### src/design/msce_pkg.sv
// Shared types, mode codes, polynomials and bit-serial CRC byte updates
// for the multi-standard CRC engine. No dependencies.
package msce_pkg;

	// Field widths
	localparam int unsigned CrcW    = 64;
	localparam int unsigned ByteW   = 8;
	localparam int unsigned ModeW   = 3;
	localparam int unsigned CfgIdxW = 1;

	typedef logic [ModeW-1:0] crc_mode_t;
	typedef logic [CrcW-1:0]  crc_word_t;
	typedef logic [ByteW-1:0] byte_t;
	typedef logic [CfgIdxW-1:0] cfg_idx_t;

	// Mode codes
	localparam crc_mode_t ModeCrc8   = 3'd0;
	localparam crc_mode_t ModeCrc16  = 3'd1;
	localparam crc_mode_t ModeCcitt  = 3'd2;
	localparam crc_mode_t ModeKermit = 3'd3;
	localparam crc_mode_t ModeDnp    = 3'd4;
	localparam crc_mode_t ModeSick   = 3'd5;
	localparam crc_mode_t ModeCrc32  = 3'd6;
	localparam crc_mode_t ModeCrc64  = 3'd7;

	// Configuration register indexes
	localparam cfg_idx_t RegMode = 1'b0;
	localparam cfg_idx_t RegSeed = 1'b1;

	localparam crc_mode_t ModeReset = ModeCrc32;

	// Polynomials
	localparam logic [7:0]  PolyCrc8   = 8'h31;
	localparam logic [15:0] PolyCrc16  = 16'hA001;
	localparam logic [15:0] PolyCcitt  = 16'h1021;
	localparam logic [15:0] PolyKermit = 16'h8408;
	localparam logic [15:0] PolyDnp    = 16'hA6BC;
	localparam logic [15:0] PolySick   = 16'h8005;
	localparam logic [31:0] PolyCrc32  = 32'hEDB88320;
	localparam logic [63:0] PolyCrc64  = 64'h42F0E1EBA9EA3693;

	// Configuration register contents
	typedef struct packed {
		crc_mode_t mode;
		crc_word_t seed;
	} cfg_t;

	// MSB-first byte update on a left-aligned 64-bit register
	function automatic logic [63:0] crc_msb_byte(logic [63:0] crc, byte_t data,
			logic [63:0] poly);
		logic [63:0] c;
		c = crc ^ {data, 56'b0};
		for (int i = 0; i < 8; i++) begin
			c = c[63] ? ({c[62:0], 1'b0} ^ poly) : {c[62:0], 1'b0};
		end
		return c;
	endfunction

	// Reflected byte update on a right-aligned 32-bit register
	function automatic logic [31:0] crc_refl_byte(logic [31:0] crc, byte_t data,
			logic [31:0] poly);
		logic [31:0] c;
		c = crc ^ {24'b0, data};
		for (int i = 0; i < 8; i++) begin
			c = c[0] ? ((c >> 1) ^ poly) : (c >> 1);
		end
		return c;
	endfunction

endpackage

### src/design/msce_cfg_regs.sv
// Configuration registers (mode and seed) of the CRC engine.
// Depends on msce_pkg.
module msce_cfg_regs (
	input  logic              clk,
	input  logic              arst_n,
	input  logic              cfg_valid,
	output logic              cfg_ready,
	input  msce_pkg::cfg_idx_t  cfg_index,
	input  msce_pkg::crc_word_t cfg_data,
	output msce_pkg::cfg_t      cfg
);
	import msce_pkg::*;

	crc_mode_t mode_q;
	crc_word_t seed_q;

	// Writes are always taken
	assign cfg_ready = 1'b1;

	always_ff @(posedge clk or negedge arst_n) begin
		if (!arst_n) begin
			mode_q <= ModeReset;
			seed_q <= '0;
		end else if (cfg_valid) begin
			case (cfg_index)
				RegMode: mode_q <= cfg_data[ModeW-1:0];
				RegSeed: seed_q <= cfg_data;
				default: ;
			endcase
		end
	end

	assign cfg.mode = mode_q;
	assign cfg.seed = seed_q;

endmodule

### src/design/msce_update.sv
// Single-byte CRC update for all eight modes, purely combinational.
// Depends on msce_pkg.
module msce_update (
	input  msce_pkg::cfg_t      cfg,
	input  msce_pkg::crc_word_t running_crc,
	input  msce_pkg::byte_t     previous_byte,
	input  msce_pkg::byte_t     data_byte,
	input  logic                first_of_message,
	output msce_pkg::crc_word_t crc_next
);
	import msce_pkg::*;

	crc_word_t   base;
	byte_t       prv;
	logic [63:0] msb;
	logic [31:0] refl;
	logic [15:0] sick;

	always_comb begin
		// First word of a message restarts from the seed
		base = first_of_message ? cfg.seed : running_crc;
		prv  = first_of_message ? '0 : previous_byte;
		msb  = '0;
		refl = '0;
		sick = '0;
		crc_next = '0;
		case (cfg.mode)
			ModeCrc8: begin
				msb = crc_msb_byte({base[7:0], 56'b0}, data_byte, {PolyCrc8, 56'b0});
				crc_next = {56'b0, msb[63:56]};
			end
			ModeCcitt: begin
				msb = crc_msb_byte({base[15:0], 48'b0}, data_byte, {PolyCcitt, 48'b0});
				crc_next = {48'b0, msb[63:48]};
			end
			ModeCrc64: begin
				msb = crc_msb_byte(base, data_byte, PolyCrc64);
				crc_next = msb;
			end
			ModeCrc16: begin
				refl = crc_refl_byte({16'b0, base[15:0]}, data_byte, {16'b0, PolyCrc16});
				crc_next = {48'b0, refl[15:0]};
			end
			ModeKermit: begin
				refl = crc_refl_byte({16'b0, base[15:0]}, data_byte, {16'b0, PolyKermit});
				crc_next = {48'b0, refl[15:0]};
			end
			ModeDnp: begin
				refl = crc_refl_byte({16'b0, base[15:0]}, data_byte, {16'b0, PolyDnp});
				crc_next = {48'b0, refl[15:0]};
			end
			ModeCrc32: begin
				refl = crc_refl_byte(base[31:0], data_byte, PolyCrc32);
				crc_next = {32'b0, refl};
			end
			ModeSick: begin
				// one shift step, then fold in current and previous byte
				sick = base[15] ? ({base[14:0], 1'b0} ^ PolySick) : {base[14:0], 1'b0};
				sick = sick ^ {prv, data_byte};
				crc_next = {48'b0, sick};
			end
			default: crc_next = '0;
		endcase
	end

endmodule

### src/design/multi_standard_crc_engine.sv
// Multi-standard CRC engine, top level: input register, CRC update, result register.
// An accepted word moves from the input register into the result register once that
// register can load, and is presented from there with out_valid.
// Throughput: one byte per cycle, limited by the single-pass CRC update between
// the input register and the result register; out_stall back-pressures in_stall.
// Reset (arst_n, asynchronous, active low): pipeline empty, running CRC and
// previous byte zero, mode CRC-32, seed zero.
module multi_standard_crc_engine (
	input  logic                clk,
	input  logic                arst_n,
	input  logic                in_valid,
	output logic                in_stall,
	input  msce_pkg::byte_t     data_byte,
	input  logic                first_of_message,
	input  logic                last_of_message,
	output logic                out_valid,
	input  logic                out_stall,
	output msce_pkg::crc_word_t crc_value,
	output logic                crc_final,
	input  logic                cfg_valid,
	output logic                cfg_ready,
	input  msce_pkg::cfg_idx_t  cfg_index,
	input  msce_pkg::crc_word_t cfg_data
);
	import msce_pkg::*;

	cfg_t      cfg;
	logic      valid_s1;
	byte_t     data_s1;
	logic      first_s1;
	logic      last_s1;
	logic      valid_s2;
	crc_word_t crc_s2;
	logic      final_s2;
	crc_word_t running_crc_q;
	byte_t     prev_byte_q;
	crc_word_t crc_next;
	logic      s2_load;
	logic      s1_adv;

	msce_cfg_regs u_cfg (
		.clk       (clk),
		.arst_n    (arst_n),
		.cfg_valid (cfg_valid),
		.cfg_ready (cfg_ready),
		.cfg_index (cfg_index),
		.cfg_data  (cfg_data),
		.cfg       (cfg)
	);

	msce_update u_upd (
		.cfg              (cfg),
		.running_crc      (running_crc_q),
		.previous_byte    (prev_byte_q),
		.data_byte        (data_s1),
		.first_of_message (first_s1),
		.crc_next         (crc_next)
	);

	// Flow control
	assign s2_load  = !valid_s2 || !out_stall;
	assign s1_adv   = valid_s1 && s2_load;
	assign in_stall = valid_s1 && !s2_load;

	// Input register
	always_ff @(posedge clk or negedge arst_n) begin
		if (!arst_n) begin
			valid_s1 <= 1'b0;
		end else if (!in_stall) begin
			valid_s1 <= in_valid;
		end
	end

	always_ff @(posedge clk) begin
		if (in_valid && !in_stall) begin
			data_s1  <= data_byte;
			first_s1 <= first_of_message;
			last_s1  <= last_of_message;
		end
	end

	// Running state advances as each word leaves the input register
	always_ff @(posedge clk or negedge arst_n) begin
		if (!arst_n) begin
			running_crc_q <= '0;
			prev_byte_q   <= '0;
		end else if (s1_adv) begin
			running_crc_q <= crc_next;
			prev_byte_q   <= data_s1;
		end
	end

	// Result register
	always_ff @(posedge clk or negedge arst_n) begin
		if (!arst_n) begin
			valid_s2 <= 1'b0;
		end else if (s2_load) begin
			valid_s2 <= valid_s1;
		end
	end

	always_ff @(posedge clk) begin
		if (s1_adv) begin
			crc_s2   <= crc_next;
			final_s2 <= last_s1;
		end
	end

	assign out_valid = valid_s2;
	assign crc_value = crc_s2;
	assign crc_final = final_s2;

endmodule

### config.mk
export PLATFORM = sky130hd
export DESIGN_NAME = multi_standard_crc_engine
export DESIGN_NICKNAME = d
export VERILOG_FILES = /design/src/design/msce_pkg.sv /design/src/design/msce_cfg_regs.sv /design/src/design/msce_update.sv /design/src/design/multi_standard_crc_engine.sv
export SDC_FILE = /design/constraint.sdc
export NUM_CORES = 1
export LEC_CHECK = 0
export BUFFER_PORTS_ARGS = -buffer_cell sky130_fd_sc_hd__buf_2
export CAP_MARGIN = 25
export CORE_MARGIN = 2
export CORE_UTILIZATION = 40
export CTS_BUF_LIST = sky130_fd_sc_hd__clkbuf_16
export CTS_CLUSTER_DIAMETER = 200
export DETAILED_ROUTE_END_ITERATION = 7
export PLACE_DENSITY = 0.57
export RECOVER_POWER = 25
export SLEW_MARGIN = 20
export SYNTH_ARGS = -nofsm -noshare
export SYNTH_HDL_FRONTEND = slang
export SYNTH_SLANG_ARGS = --single-unit
### constraint.sdc
create_clock -name clk -period 3.6 [get_ports clk]
set_input_delay 0.54 -clock clk [delete_from_list [all_inputs] [get_ports clk]]
set_output_delay 0.54 -clock clk [all_outputs]
set_load 0.02 [all_outputs]
==> flow_results.xml, run 1 <==
<?xml version="1.0" encoding="UTF-8"?>
<metrics>
  <group name="synth">
    <metric name="yosys.cell_count.top_type" unit="">sky130_fd_sc_hd__xnor2_1</metric>
    <metric name="post_synth_arst_share" unit="%">65.3</metric>
    <metric name="postSynthCellCount" unit="">1135</metric>
    <metric name="synth_seq_area_share" unit="%">43.0</metric>
    <metric name="post_synth_main_area_contributors" unit="">sky130_fd_sc_hd__dfrtp_1 (26%), sky130_fd_sc_hd__edfxtp_1 (17%), sky130_fd_sc_hd__xnor2_1 (13%), sky130_fd_sc_hd__mux2_2 (7.0%), sky130_fd_sc_hd__mux2i_1 (5.4%)</metric>
    <metric name="yosysWarnings" unit="">0</metric>
    <metric name="synth.cell_area" unit="sq um">13400</metric>
    <metric name="synth.net_count" unit="">1215</metric>
    <metric name="synth-seq-cells" unit="">216</metric>
    <metric name="post_synth_cell_types" unit="">63</metric>
    <metric name="number_of_enable_type_register_cells_in_the_synthesized_netlist" unit="">75</metric>
    <metric name="synth_largest_type_area_fraction" unit="%">25.9</metric>
    <metric name="syn_avg_cell_area" unit="sq um">11.8</metric>
    <metric name="yosysTopAreaCell" unit="">sky130_fd_sc_hd__dfrtp_1</metric>
    <metric name="synth.top_cells.by_count" unit="">sky130_fd_sc_hd__xnor2_1 (207), sky130_fd_sc_hd__dfrtp_1 (139), sky130_fd_sc_hd__nand2_1 (109)</metric>
    <metric name="most_common_flop_cell_mapped_by_yosys" unit="">sky130_fd_sc_hd__dfrtp_1</metric>
  </group>
  <group name="clock_network">
    <metric name="worst_setup_hold_path_clk_slew" unit="ps">60</metric>
    <metric name="cts_hold_repair.buffers" unit="">0</metric>
    <metric name="tritoncts" unit="">done</metric>
    <metric name="postCtsSetupBuffers" unit="">0</metric>
    <metric name="cts_inserted_buffers" unit="">26</metric>
    <metric name="number_of_h_tree_branching_levels" unit="">1</metric>
    <metric name="clock_sinks" unit="">216</metric>
    <metric name="cts-root-buf" unit="">sky130_fd_sc_hd__clkbuf_16</metric>
    <metric name="cts.path.max_buffers" unit="">3</metric>
    <metric name="clkLatencyLatePin" unit="ps">560</metric>
    <metric name="cts_resized" unit="">0</metric>
  </group>
  <group name="global_routing">
    <metric name="wire_length_of_the_first_global_routing_pass" unit="um">63300</metric>
    <metric name="grt_pass1_vias" unit="">9419</metric>
    <metric name="grt_start_max_net_pins" unit="">83</metric>
    <metric name="globalRouteTotalUtil" unit="%">24.3</metric>
    <metric name="overflow" unit="">0</metric>
    <metric name="antenna_found_initial" unit="">0</metric>
  </group>
  <group name="detailed_routing">
    <metric name="first_pass_iters" unit="">6</metric>
    <metric name="drc_errors" unit="">0</metric>
    <metric name="vias" unit="">9379</metric>
    <metric name="wire_per_inst" unit="um">23.6</metric>
    <metric name="detail_route.iter0.violations" unit="">885</metric>
    <metric name="drt-total-wl" unit="um">42600</metric>
    <metric name="drt-vias-per-instance" unit="">5.20</metric>
    <metric name="drt.antenna.violating_nets" unit="">0</metric>
  </group>
  <group name="worst_setup_path">
    <metric name="crit_start" unit="">first_s1</metric>
    <metric name="timing.critical_path.to_type" unit="">flip-flop</metric>
    <metric name="reg2reg_depth" unit="">10</metric>
    <metric name="cp_max_fo" unit="">34</metric>
    <metric name="worst_setup_sp_type" unit="">flip-flop</metric>
    <metric name="worst_path_max_stage_delay" unit="ps">550</metric>
    <metric name="cp_cell_sequence" unit="">buf_12 &gt; buf_4 &gt; mux2i_2 &gt; xnor2_1 &gt; buf_4 &gt; xnor2_1 &gt; xnor2_1 &gt; o31ai_1 &gt; a221oi_1 &gt; nand3_1</metric>
    <metric name="crit_slowest_cell" unit="">sky130_fd_sc_hd__xnor2_1</metric>
    <metric name="crit-reg2reg-launch" unit="">first_s1</metric>
    <metric name="cp-endpoint" unit="">crc_value[1]</metric>
    <metric name="critical_path.most_common_cell" unit="">sky130_fd_sc_hd__xnor2_1</metric>
    <metric name="timing.rr.end" unit="">crc_value[1]</metric>
    <metric name="regToRegSetupSlack" unit="ps">240</metric>
    <metric name="critical_path_required" unit="ps">3870</metric>
    <metric name="cp_data_arrival_time" unit="ps">3630</metric>
    <metric name="critPathKind" unit="">reg2reg</metric>
  </group>
  <group name="timing">
    <metric name="slew_viol_final" unit="">67</metric>
    <metric name="setup_repair_after_global_routing_missed_its_margin" unit="">no</metric>
    <metric name="final_min_period_over_clock_period" unit="%">93.4</metric>
    <metric name="hold_viol_final" unit="">0</metric>
    <metric name="fmax" unit="MHz">298</metric>
    <metric name="setup_violations" unit="">0</metric>
    <metric name="fin_crit" unit="ps">3360</metric>
    <metric name="transition_time_of_the_tightest_slew_check_pin" unit="ps">1760</metric>
    <metric name="timing.setup.tns" unit="ps">0</metric>
    <metric name="fin_ws" unit="ps">239</metric>
    <metric name="slew_headroom" unit="%">-17.2</metric>
    <metric name="worst_hold_check_slack" unit="ps">173</metric>
    <metric name="fin_worst_skew" unit="ps">21.0</metric>
  </group>
  <group name="floorplanning">
    <metric name="die_x" unit="um">187</metric>
    <metric name="floorplan.die.height" unit="um">187</metric>
    <metric name="initial_utilization" unit="%">40.4</metric>
    <metric name="die-area" unit="sq um">35100</metric>
    <metric name="ioPinCount" unit="">148</metric>
    <metric name="core_region_area" unit="sq um">33300</metric>
    <metric name="placementRows" unit="">67</metric>
  </group>
  <group name="layout">
    <metric name="drive_above_1_share" unit="%">30.3</metric>
    <metric name="multi_input_comb_area" unit="sq um">7350</metric>
    <metric name="num_antenna_cells" unit="">0</metric>
    <metric name="flow.area_growth_from_synthesis" unit="%">19.2</metric>
    <metric name="layout.area.seq" unit="sq um">5780</metric>
    <metric name="filler_cells" unit="">3170</metric>
    <metric name="nNetsFinal" unit="">1415</metric>
  </group>
  <group name="run">
    <metric name="drv.max_cap_violation_count" unit="">1</metric>
  </group>
  <group name="placement">
    <metric name="place_congestion" unit="">0.992</metric>
    <metric name="portBuffers" unit="">146</metric>
    <metric name="placement.setup.worst_slack" unit="ps">227</metric>
    <metric name="hpwlAfterDp" unit="um">32200</metric>
  </group>
  <group name="worst_hold_path">
    <metric name="worst_hold_path_type" unit="">in2reg</metric>
  </group>
  <group name="pwr">
    <metric name="ir_drop" unit="uV">490</metric>
    <metric name="p_leak" unit="uW">0.00692</metric>
    <metric name="power_density" unit="nW/um^2">914</metric>
  </group>
  <group name="outcome">
    <metric name="run_status" unit="">complete, but fails checks</metric>
    <metric name="violated_checks" unit="">max-capacitance violations, max-slew violations</metric>
  </group>
</metrics>
-- cell families after synthesis --
kind of cell | synth area share, %
mux | 13.5
xor+xnor | 27.7
buf+inv | 2.47
flops | 43.0
simple gates | 6.03
compound gates | 7.29
other cells | 0.0279
-- cells in the final DEF, fill, tap and decap left out, drive strengths merged, types with 3 or more instances in the layout --
| cell | n |
|---|---|
| o31ai | 36 |
| xnor2 | 222 |
| xor2 | 80 |
| o22ai | 27 |
| mux2i | 81 |
| dfrtp | 139 |
| o221ai | 4 |
| xnor3 | 29 |
| a211o | 5 |
| and2 | 3 |
| a31oi | 5 |
| buf | 240 |
| o211ai | 4 |
| nand2 | 109 |
| nor3 | 9 |
| nand3 | 7 |
| xor3 | 6 |
| clkinv | 12 |
| a22o | 4 |
| a221oi | 4 |
| a21oi | 14 |
| clkbuf | 29 |
| inv | 13 |
| nor2 | 61 |
| mux2 | 84 |
| edfxtp | 75 |
| a22oi | 6 |
| nand2b | 4 |
| o21ai | 16 |
-- worst min path at each step --
stage,slack (ps),to,startpoint,cells past startpoint
2_1_floorplan,240,out_valid,arst_n,0
3_3_place_gp,400,crc_final,last_s1,0
3_5_place_dp,410,crc_final,last_s1,0
4_1_cts,10,u_cfg.seed_q[44],arst_n,1
5_1_grt,170,data_s1[7],data_byte[7],1
6_report,170,data_s1[5],data_byte[5],1
-- power by group --
group,leakage (uW),total [uW],internal (uW),switching [uW]
Combinational,0.00400,8650,4030,4620
Clock,0.000416,2460,1390,1070
Sequential,0.00250,3530,3110,418
Total,0.00692,14600,8530,6110
-- state kept, by name (all words and copies together), names as in the netlist, 3 cells and up --
| register | cells |
|---|---|
| running_crc_q | 64 |
| u_cfg.seed_q | 64 |
| u_cfg.mode_q | 3 |
| data_s1 | 8 |
| crc_value | 64 |
| prev_byte_q | 8 |
-- worst max-delay path, delay by kind of cell (launching register included) --
kind | cells | cell delay (ps)
simple gates | 1 | 150
mux | 1 | 290
xor+xnor | 3 | 830
flops | 1 | 370
compound gates | 2 | 610
buf+inv | 3 | 800
-- through the flow --
step | area, sq um | instances | util, % | power, uW
after floorplan | 13400 | 1135 | - | 9490
after global routing | 16000 | 1803 | 48.1 | 15400
after global placement | 15200 | 1755 | 45.8 | 12100
after detailed placement | 15200 | 1755 | 45.8 | 12100
after CTS | 16000 | 1803 | 48.2 | 14700
final | 16000 | 1803 | 48.1 | 14600
-- per-layer routing --
layer / vias up / track usage, % / wire length [um]
met2: 374 / 38.9 / 19700
met4: 0 / 7.75 / 1400
met5: - / 0 / 0
li1: 4354 / - / -
met1: 4580 / 33.9 / 18900
met3: 71 / 3.73 / 2570
-- layout make-up --
type,count,share of cell area (%)
multi-input cells,843,45.9
clock buffers,26,4.06
well taps,448,3.50
clock inverters,22,0.922
inverters,5,0.133
flip-flops and latches,216,36.1
repair buffers,243,9.38
No activity file was read; power rests on OpenSTA's default activity.
==> run 2: changes to the inputs <==
Settings changed: CORE_ASPECT_RATIO set to 0.75, RECOVER_POWER 25 to 50.
==> flow_results.xml, run 2 (synthesized netlist as in run 1, its figures left out) <==
<?xml version="1.0" encoding="UTF-8"?>
<metrics>
  <group name="clock_network">
    <metric name="cts-root-buf" unit="">sky130_fd_sc_hd__clkbuf_16</metric>
    <metric name="cts_inserted_buffers" unit="">24</metric>
    <metric name="cts_hold_repair.buffers" unit="">0</metric>
    <metric name="postCtsSetupBuffers" unit="">0</metric>
    <metric name="worst_setup_hold_path_clk_slew" unit="ps">60</metric>
    <metric name="number_of_h_tree_branching_levels" unit="">1</metric>
    <metric name="cts.path.max_buffers" unit="">3</metric>
    <metric name="clock_sinks" unit="">216</metric>
    <metric name="tritoncts" unit="">done</metric>
    <metric name="clkLatencyLatePin" unit="ps">540</metric>
  </group>
  <group name="timing">
    <metric name="timing.setup.tns" unit="ps">0</metric>
    <metric name="slew_headroom" unit="%">-8.26</metric>
    <metric name="worst_hold_check_slack" unit="ps">182</metric>
    <metric name="final_min_period_over_clock_period" unit="%">93.7</metric>
    <metric name="transition_time_of_the_tightest_slew_check_pin" unit="ps">1620</metric>
    <metric name="hold_viol_final" unit="">0</metric>
    <metric name="setup_violations" unit="">0</metric>
    <metric name="fin_ws" unit="ps">226</metric>
    <metric name="fin_worst_skew" unit="ps">17.3</metric>
    <metric name="setup_repair_after_global_routing_missed_its_margin" unit="">no</metric>
    <metric name="slew_viol_final" unit="">61</metric>
    <metric name="fmax" unit="MHz">296</metric>
    <metric name="fin_crit" unit="ps">3370</metric>
  </group>
  <group name="global_routing">
    <metric name="grt_pass1_vias" unit="">9473</metric>
    <metric name="wire_length_of_the_first_global_routing_pass" unit="um">65200</metric>
    <metric name="grt_start_max_net_pins" unit="">83</metric>
    <metric name="overflow" unit="">0</metric>
    <metric name="antenna_found_initial" unit="">0</metric>
    <metric name="globalRouteTotalUtil" unit="%">25.4</metric>
  </group>
  <group name="outcome">
    <metric name="violated_checks" unit="">max-capacitance violations, max-slew violations</metric>
    <metric name="run_status" unit="">complete, but fails checks</metric>
  </group>
  <group name="detailed_routing">
    <metric name="drt-total-wl" unit="um">44500</metric>
    <metric name="wire_per_inst" unit="um">24.7</metric>
    <metric name="drt.antenna.violating_nets" unit="">0</metric>
    <metric name="drt-vias-per-instance" unit="">5.31</metric>
    <metric name="vias" unit="">9571</metric>
    <metric name="first_pass_iters" unit="">5</metric>
    <metric name="drc_errors" unit="">0</metric>
    <metric name="detail_route.iter0.violations" unit="">781</metric>
  </group>
  <group name="worst_setup_path">
    <metric name="cp_data_arrival_time" unit="ps">3800</metric>
    <metric name="cp_cell_sequence" unit="">buf_4 &gt; mux2i_1 &gt; xnor2_2 &gt; xnor3_1 &gt; xnor2_1 &gt; xnor2_1 &gt; a22o_1 &gt; mux2_2</metric>
    <metric name="timing.critical_path.to_type" unit="">flip-flop</metric>
    <metric name="worst_path_max_stage_delay" unit="ps">710</metric>
    <metric name="critical_path_required" unit="ps">4020</metric>
    <metric name="reg2reg_depth" unit="">8</metric>
    <metric name="cp_max_fo" unit="">19</metric>
    <metric name="critPathKind" unit="">reg2reg</metric>
    <metric name="worst_setup_sp_type" unit="">flip-flop</metric>
    <metric name="crit_slowest_cell" unit="">sky130_fd_sc_hd__xnor2_2</metric>
    <metric name="critical_path.most_common_cell" unit="">sky130_fd_sc_hd__xnor2_1</metric>
  </group>
  <group name="pwr">
    <metric name="power_frac_clock" unit="%">16.7</metric>
    <metric name="ir_drop" unit="uV">439</metric>
    <metric name="p_leak" unit="uW">0.00687</metric>
    <metric name="switching_power" unit="uW">6140</metric>
    <metric name="cell_internal_pwr" unit="uW">8520</metric>
    <metric name="logic_pwr_share" unit="%">59.4</metric>
    <metric name="power.switching_fraction" unit="%">41.9</metric>
    <metric name="power_density" unit="nW/um^2">919</metric>
    <metric name="seqPwrFrac" unit="%">23.9</metric>
  </group>
  <group name="layout">
    <metric name="drive_above_1_share" unit="%">29.9</metric>
    <metric name="layout.area.seq" unit="sq um">5780</metric>
    <metric name="commonest_cells_after_routing_fill_and_taps_aside" unit="">sky130_fd_sc_hd__xnor2_1 (206), sky130_fd_sc_hd__buf_2 (145), sky130_fd_sc_hd__dfrtp_1 (139), sky130_fd_sc_hd__nand2_1 (108), sky130_fd_sc_hd__buf_4 (90)</metric>
    <metric name="mostFrequentLayoutCell" unit="">sky130_fd_sc_hd__xnor2_1</metric>
    <metric name="num_antenna_cells" unit="">0</metric>
    <metric name="filler_cells" unit="">3085</metric>
    <metric name="flow.area_growth_from_synthesis" unit="%">18.7</metric>
    <metric name="stdcell_count" unit="">1801</metric>
    <metric name="multi_input_comb_area" unit="sq um">7360</metric>
    <metric name="nNetsFinal" unit="">1413</metric>
  </group>
  <group name="placement">
    <metric name="portBuffers" unit="">146</metric>
    <metric name="place_congestion" unit="">0.969</metric>
    <metric name="placed_insts" unit="">1756</metric>
    <metric name="hpwlAfterDp" unit="um">33300</metric>
    <metric name="placement.setup.worst_slack" unit="ps">180</metric>
  </group>
  <group name="worst_hold_path">
    <metric name="worst_hold_path.num_cells" unit="">1</metric>
    <metric name="worst_hold_path_type" unit="">in2reg</metric>
  </group>
  <group name="run">
    <metric name="drv.max_cap_violation_count" unit="">1</metric>
  </group>
  <group name="floorplanning">
    <metric name="ioPinCount" unit="">148</metric>
    <metric name="initial_utilization" unit="%">40.4</metric>
    <metric name="die_x" unit="um">216</metric>
    <metric name="core_region_area" unit="sq um">33300</metric>
    <metric name="floorplan.die.height" unit="um">163</metric>
    <metric name="die-area" unit="sq um">35100</metric>
    <metric name="placementRows" unit="">58</metric>
  </group>
</metrics>
[run 2: changes by cell type in the layout (fill, tap and decap cells not counted), sizes merged]
cell,previous run,this run
clkinv,12,10
inv,13,9
bufinv,1,2
clkbuf,29,32
clkinvlp,1,3
buf,240,236
[run 2: power by group through the flow]
stage | clock [uW] | combinational, uW | sequential [uW]
2_1_floorplan | 0 | 5940 | 3550
3_3_place_gp | 0 | 8640 | 3540
3_5_place_dp | 0 | 8580 | 3540
4_1_cts | 2510 | 8640 | 3500
5_1_grt | 2610 | 9260 | 3560
6_report | 2450 | 8710 | 3510
[run 2: layer usage]
metal  track usage (%)  vias to the layer above  wire length [um]
met2              35.9                      368             18200
met5                 0                        -                 0
met4              5.52                        0               960
met1              39.0                     4787             21500
li1                  -                     4352                 -
met3              6.26                       64              3820
[run 2: per-stage QoR]
stage | area, sq um | power, uW | utilization, %
detailed placement | 15200 | 12100 | 45.8
floorplan | 13400 | 9490 | -
global route | 16000 | 15400 | 47.9
finish | 16000 | 14700 | 47.9
CTS | 16000 | 14700 | 48.1
global placement | 15200 | 12200 | 45.8
[run 2: final timing paths]
check,start,endpoint,slack (ps)
worst max-delay path,first_s1,running_crc_q[23],230
worst min register to register,last_s1,crc_final,420
max in group asynchronous,arst_n,prev_byte_q[2],1070
min in group asynchronous,arst_n,out_valid,420
worst min-delay path,last_of_message,last_s1,180
worst max register to register,first_s1,running_crc_q[23],230
[run 2: critical path: cells and delay by family (launching register included)]
kind / cells / cell delay [ps]
DFF: 1 / 400
muxes: 2 / 470
buffers and inverters: 1 / 350
xor gates and xnor gates: 4 / 1700
AOI/OAI and AO/OA: 1 / 310
[run 2: cell type report]
class	count	share of cell area, %
multi-input combinational	843	46.1
sequential	216	36.3
timing repair buffer	243	9.13
clock buffer	25	3.92
tap	450	3.53
clock inverter	19	0.918
inverter	5	0.125
[run 2: what timing repair did]
action                     4_1_cts  5_1_grt
resized for setup                0        1
hold endpoints to repair         0        0
setup endpoints to repair        0        6
